## config.mk

```make
export PLATFORM = sky130hd
export DESIGN_NAME = lfc_front
export DESIGN_NICKNAME = d
export VERILOG_FILES = /design/src/rtl/core/lfc_pkg.sv /design/src/rtl/core/lfc_front.sv
export SDC_FILE = /design/constraint.sdc
export NUM_CORES = 2
export LEC_CHECK = 0
export ABC_AREA = 1
export ABC_CLOCK_PERIOD_IN_PS = 21900
export BUFFER_PORTS_ARGS = -buffer_cell sky130_fd_sc_hd__buf_2
export CAP_MARGIN = 20
export CORE_AREA = 2 2 669 671
export DETAILED_ROUTE_END_ITERATION = 7
export DIE_AREA = 0 0 671 673
export PLACE_DENSITY = 0.32
export SYNTH_ARGS = -nofsm -noshare
export SYNTH_HDL_FRONTEND = slang
export SYNTH_SLANG_ARGS = --single-unit
```

## constraint.sdc

```tcl
create_clock -name aclk -period 21.9 [get_ports aclk]
set_input_delay 2.19 -clock aclk [delete_from_list [all_inputs] [get_ports aclk]]
set_output_delay 2.19 -clock aclk [all_outputs]
set_load 0.05 [all_outputs]
```

## src/rtl/core/lfc_pkg.sv

```systemverilog
`timescale 1ns / 1ps
// ----------------------------------------------------------------------------
// lfc_pkg
// Shared types, constants and fixed-point helpers of the light culling unit.
// ----------------------------------------------------------------------------
package lfc_pkg;

    localparam int PLANE_COUNT = 6;
    localparam int FRAC_BITS   = 16;
    localparam int PIDX_W      = (PLANE_COUNT > 1) ? $clog2(PLANE_COUNT) : 1;
    localparam logic signed [63:0] ONE_Q = 64'sd1 <<< FRAC_BITS;

    typedef enum logic [1:0] {
        CMD_LOAD_ROW   = 2'd0,
        CMD_LOAD_PLANE = 2'd1,
        CMD_CULL_POINT = 2'd2,
        CMD_CULL_SPOT  = 2'd3
    } cmd_t;

    typedef enum logic [4:0] {
        S_IDLE, S_TP, S_TPW, S_TD, S_TDW, S_BR, S_BRW,
        S_PL, S_PLW, S_TIP, S_TIPW, S_DN, S_DNW, S_DD, S_DDW,
        S_CV, S_CVW, S_SQ, S_SQW, S_RT, S_DIV, S_DIVW, S_E1, S_E1W, S_E2W, S_OUT
    } bst_t;

    typedef struct packed {
        logic               spot;
        logic signed [31:0] px, py, pz;
        logic signed [31:0] dx, dy, dz;
        logic        [30:0] len;
        logic        [30:0] tan_half;
    } job_t;

    typedef struct packed {
        logic visible;
        logic light_kind;
    } res_t;

    localparam int JOB_W = $bits(job_t);

    function automatic logic signed [31:0] sat32(input logic signed [63:0] x);
        if (x > 64'sh7FFF_FFFF) begin
            return 32'sh7FFF_FFFF;
        end else if (x < -64'sh8000_0000) begin
            return 32'sh8000_0000;
        end
        return x[31:0];
    endfunction

    // floor(p / ONE) of a full 64-bit product
    function automatic logic signed [63:0] qshift(input logic signed [63:0] p);
        return p >>> FRAC_BITS;
    endfunction

endpackage

```

## src/rtl/core/lfc_front.sv

```systemverilog
`timescale 1ns / 1ps
// ----------------------------------------------------------------------------
// lfc_front
// Accept items, perform matrix/plane loads, queue cull jobs in a two-entry fifo.
// ----------------------------------------------------------------------------
module lfc_front
    import lfc_pkg::*;
(
    input  logic                aclk,
    input  logic                aresetn,
    input  logic                in_valid,
    output logic                in_ready,
    input  logic [1:0]          command,
    input  logic [2:0]          slot,
    input  logic signed [31:0]  val_a, val_b, val_c, val_d,
    input  logic signed [31:0]  dir_x, dir_y, dir_z,
    input  logic [30:0]         light_radius,
    input  logic [30:0]         tan_half_angle,
    output logic signed [31:0]  rows_o   [12],
    output logic signed [31:0]  planes_o [PLANE_COUNT*4],
    output logic                job_valid,
    input  logic                job_ready,
    output job_t                job_o
);
    job_t       q_reg [2];
    logic [1:0] cnt_reg;
    logic       wr_reg, rd_reg;
    logic signed [31:0] rows_reg   [12];
    logic signed [31:0] planes_reg [PLANE_COUNT*4];
    logic       acc, is_cull, push, pop;
    job_t       nj;

    // hold loads until no cull job is queued or running
    assign is_cull   = (command == CMD_CULL_POINT) || (command == CMD_CULL_SPOT);
    assign in_ready  = (cnt_reg != 2'd2) && (is_cull || (cnt_reg == 2'd0 && job_ready));
    assign acc       = in_valid && in_ready;
    assign push      = acc && is_cull;
    assign job_valid = (cnt_reg != 2'd0);
    assign pop       = job_valid && job_ready;
    assign job_o     = q_reg[rd_reg];
    assign rows_o    = rows_reg;
    assign planes_o  = planes_reg;

    always_comb begin
        nj.spot     = (command == CMD_CULL_SPOT);
        nj.px       = val_a;
        nj.py       = val_b;
        nj.pz       = val_c;
        nj.dx       = dir_x;
        nj.dy       = dir_y;
        nj.dz       = dir_z;
        nj.len      = light_radius;
        nj.tan_half = tan_half_angle;
    end

    always_ff @(posedge aclk) begin
        if (!aresetn) begin
            cnt_reg <= '0;
            wr_reg  <= 1'b0;
            rd_reg  <= 1'b0;
            for (int i = 0; i < 12; i++) rows_reg[i] <= '0;
            for (int i = 0; i < PLANE_COUNT*4; i++) planes_reg[i] <= '0;
        end else begin
            if (push) begin
                q_reg[wr_reg] <= nj;
                wr_reg        <= ~wr_reg;
            end
            if (pop) rd_reg <= ~rd_reg;
            cnt_reg <= cnt_reg + {1'b0, push} - {1'b0, pop};
            if (acc && command == CMD_LOAD_ROW && slot < 3'd3) begin
                rows_reg[slot*4+0] <= val_a;
                rows_reg[slot*4+1] <= val_b;
                rows_reg[slot*4+2] <= val_c;
                rows_reg[slot*4+3] <= val_d;
            end
            if (acc && command == CMD_LOAD_PLANE && 32'(slot) < PLANE_COUNT) begin
                planes_reg[slot*4+0] <= val_a;
                planes_reg[slot*4+1] <= val_b;
                planes_reg[slot*4+2] <= val_c;
                planes_reg[slot*4+3] <= val_d;
            end
        end
    end

    assert property (@(posedge aclk) disable iff (!aresetn) cnt_reg != 2'd3)
        else $error("queue count overflow");
    assert property (@(posedge aclk) disable iff (!aresetn)
        (cnt_reg == 2'd2) |-> !in_ready) else $error("accept when full");
    assert property (@(posedge aclk) disable iff (!aresetn)
        (cnt_reg == 2'd0) |-> !job_valid) else $error("job from empty queue");

endmodule

```

* Yosys cells after proc, flatten, opt, wreduce, memory -nomap -nowiden
Memories as Yosys holds them, arrays and structs flattened. A register that Yosys moved wholly into a read port is not among the register bits. Cells that the tools add are included.
Word-level totals: register bits after elaboration 1156, bits in latches 0, RAM bits 510, ROM bits 0, output and inout port bits 1409, word-level logic and storage cells 120, memories kept 1
Cells by class: add/sub/neg operators 5, $mul 0, divide/modulo/power cells 0, order comparisons 14, eq/ne operators 4, shifts and indexed selects 0, muxes and demuxes 29, bitwise operators 6, reductions and logical operators 22
Memories:
- q_reg | words 2, bits a word 255, rd ports 1, clocked after Yosys merged registers in 1, wr ports 1, RTL line lfc_front.sv:25 | job_t q_reg [2];
Operators by type and width (number):
- bitwise mux 768 bit | 4
- bitwise mux 384 bit | 4
- demux 32 bit (select 5 bit) | 4
- demux 32 bit (select 4 bit) | 4
- two-way mux 32 bit | 8
- >= comparator 33 x 5 -> 1 bit (second input constant) | 4
- >= comparator 33 x 6 -> 1 bit (second input constant) | 4
- < comparator 33 x 1 -> 1 bit (second input constant) | 4
- NOT 6 -> 33 bit | 3
- NOT 5 -> 33 bit | 1
- logical AND 1 bit | 17
- adder 5 x 2 -> 6 bit (second input constant) | 2
- adder 5 x 1 -> 6 bit (second input constant) | 1
- two-way mux 1 bit | 5
- == test 2 bit (second input constant) | 2
- zero test 2 bit | 2
- < comparator 3 x 2 -> 1 bit (second input constant) | 1
- < comparator 3 bit (second input constant) | 1
- adder 2 x 1 -> 2 bit | 1
- == test 2 x 1 -> 1 bit (second input constant) | 1
- logical OR 1 bit | 2
- inequality test 2 bit (second input constant) | 1
- NOT 1 bit | 2
- nonzero test 2 bit | 1
- subtractor 2 x 1 -> 2 bit | 1

* Depth between registers and ports, before layout
depth after elaboration 9, gate-level depth with buffers 11, gate-level depth less buffers 10

* Worst setup path before layout
OpenSTA, ideal clock, no wires.
kind input port to flip-flop, start point in aresetn, end point mem q_reg[1][0] (netlist name) (enable), library setup time 1.183 ns, data arrival time 19.935 ns, required time 20.717 ns, setup slack 0.782 ns, stages on the path 4, cell sequence buf_2 inv_2 clkbuf_1 nor3_1
Between the ends: longest elaborated chain between the ends 2
RTL lines:
- start, declared | RTL line lfc_front.sv:10 | input logic aresetn,
- two-way mux 1 bit | RTL line lfc_front.sv:57 | if (!aresetn) begin
- two-way mux 1 bit (implied by the code) | RTL line lfc_front.sv:65 | q_reg[wr_reg] <= nj;
- end, declared | RTL line lfc_front.sv:25
No other way between the ends.

==> flow_metrics.tcl <==
set metrics [dict create \
    synth_edf_count 510 \
    cts_buffers 217 \
    postRouteAntennaNets 0 \
    setup_violations 0 \
    critical_path_class "flop to output port" \
    vdd_drop_max_mv 0.0632 \
    syn_avg_cell_area_um2 8.85 \
    min_period_over_period_pct 32.6 \
    cts_resized 0 \
    clock-sinks 1667 \
    pre_cts_ws_ns 14.35 \
    arrival_ns 4.94 \
    syn_nets 7608 \
    tritoncts "built" \
    io_buffers 1703 \
    hold_buffers 0 \
    max_cap_viol_count 0 \
    reg2reg_to "planes_o[444]" \
    nNetsFinal 9004 \
    first_pass_iters 6 \
    drc 0 \
    fillers 49700 \
    first_global_vias 55500 \
    syn_to_final_growth_pct 33.1 \
    die_x_um 671 \
    synthArstFlopShare_pct 0 \
    postPlaceCellArea_mm2 0.0790 \
    worst-r2r-cell-count 12 \
    r2r_slack_ns 16.29 \
    fin_worst_skew_ns 0.0676 \
    clkSlewWorstSetupHoldPaths_ns 0.05 \
    grt_usage_pct 15.8 \
    maxSlewHeadroom_pct 23.8 \
    yosysMostFrequentCell "nand2_1" \
    max_slew.worst_pin.slew_ns 1.14 \
    die_h_um 673 \
    finalCriticalPeriod_ns 7.13 \
    core_area_mm2 0.444 \
    ys_seq_area_share_pct 59.4 \
    dieArea_mm2 0.452 \
    synth_seq_cells 1667 \
    crit_required_ns 19.71 \
    netlist.area_leader.share_pct 35.8 \
    grt_antenna_before_repair 94 \
    hold_viol 0 \
    maxSlewViolCount 0 \
    power-per-cell-area_mw_per_mm2 94.8 \
    cp_max_fo 58 \
    htree_levels 4 \
    cts_setup_buffers 0 \
    syn_area_mm2 0.0647 \
    place_congestion 0.816 \
    final_area_mm2 0.0861 \
    setup_ws_ns 14.77 \
    grt_pass1_wl_um 500000 \
    crit_path_cell_trace "buf_4 > buf_4 > buf_4 > mux2_2 > buf_2" \
    cp-start-kind "flop" \
    rr_startpoint "cnt_reg[0]" \
    root_buffer "clkbuf_16" \
    grt_start_max_net_pins 223 \
    via_per_inst 3.95 \
    hp-class "flop to flop" \
    num_io_pins 1704 \
    power.total_w 0.00817 \
    vias 58700 \
    path_common_cell "buf_4" \
    min_from "rd_reg" \
    wl_per_cell_um 25.3 \
    syn_inst 7311 \
    cts_buffer_depth 4 \
    synth_ff_type "dfxtp_1" \
    grt_setup_unrepaired "false" \
    start_util_pct 14.6 \
    synth_top_area_cell "dfxtp_1" \
    slowest_delay_ns 0.81 \
    fin_setup_tns_ns 0 \
    max_freq_mhz 140 \
    yosysWarnings 0 \
    dp.final_hpwl_um 275000 \
    cpMaxStageDelayCell "buf_4" \
    drt_iter0_drc 4126 \
    ys_top_cells_by_count "1263 x nand2_1, 1157 x dfxtp_1, 1094 x nor2_1, 1091 x nand3_1, 1061 x a21oi_1" \
    synth.distinct_cells 22 \
    drive_gt1_share_pct 26.9 \
    grt_overflow 0 \
    holdPathStages 1 \
    drt-total-wl_um 376000 \
    status "finished clean" \
    rows 245 \
    synth.area.top_cells "dfxtp_1 36%, edfxtp_1 24%, nand3_1 8.4%" \
    largest_reg_flops 768 \
    cp-end-kind "output port" \
    clkLatencyLatePin_ns 0.94 \
    p_leak_nw 35.6 \
]
[kinds of logic after synthesis]
kind of cell | count (synthesis) | share of synthesized area (%)
AND/OR/NAND/NOR | 3457 | 22.2
adder cells (fa/ha/maj) | 2 | 0.0387
multiplexers | 255 | 4.44
XOR/XNOR | 1 | 0.0135
buffers and inverters | 866 | 5.64
flip-flops | 1667 | 59.4
AO/OA/AOI/OAI | 1063 | 8.22
[worst max-delay path by stage]
| stage | from | endpoint | slack [ns] | depth (start not counted) |
|---|---|---|---|---|
| 6_report | flop | job_o[15] | 14.77 | 5 |
| 5_1_grt | flop | job_o[15] | 14.45 | 5 |
| 4_1_cts | flop | job_o[15] | 14.40 | 5 |
| 3_5_place_dp | aresetn | planes_o[480] | 14.35 | 9 |
| 3_3_place_gp | aresetn | rows_o[88] | 14.48 | 9 |
| 2_1_floorplan | aresetn | q_reg[1][0] | 0.78 | 4 |
[worst max-delay path: cells and delay by family (launching register included)]
kind,cells,cell delay (ns)
buffers and inverters,4,2.60
DFF,1,0.75
muxes,1,0.52
[where the power goes]
part	total [W]	switching, W	internal [W]
registers	0.00328	0.0000293	0.00325
logic	0.00128	0.00101	0.000277
clock network	0.00361	0.00151	0.00209
total	0.00817	0.00255	0.00562
[cell usage in the layout (no fill, tap or decap), drive strengths merged]
master / n
inv: 247
nand2: 1263
ha: 2
edfxtp: 510
nand3: 1092
nor2: 1098
bufinv: 7
a21oi: 1061
o21ai: 2
clkinvlp: 2
clkinv: 35
xnor2: 1
nand4: 2
buf: 1806
nor3: 2
dfxtp: 1157
mux2: 255
clkbuf: 341
diode: 32
[routing by layer]
metal	share of wire [%]	global-route usage, %
met5	0.040	0
met4	4.5	6.12
met3	7.2	4.41
met2	50	28.4
met1	38	17.6
[cell type report]
class	instances	area, um^2	share of cell area (%)
inverter	237	897	1.04
sequential	1667	38500	44.7
multi-input combinational	4778	22700	26.3
tap	5928	7420	8.61
antenna	32	80.1	0.0930
timing repair buffer	1806	9560	11.1
clock inverter	54	597	0.693
clock buffer	341	6430	7.47
[metrics by stage]
stage                     hold slack [ns]  cells  util, %
after floorplan                     0.426   7311        -
after global placement              0.435  14400     17.8
after detailed placement            0.439  14400     17.8
after CTS                           0.448  14800     19.4
after global routing                0.474  14800     19.4
final                               0.450  14800     19.4
Note: power is estimated with default switching activity, not from simulation.
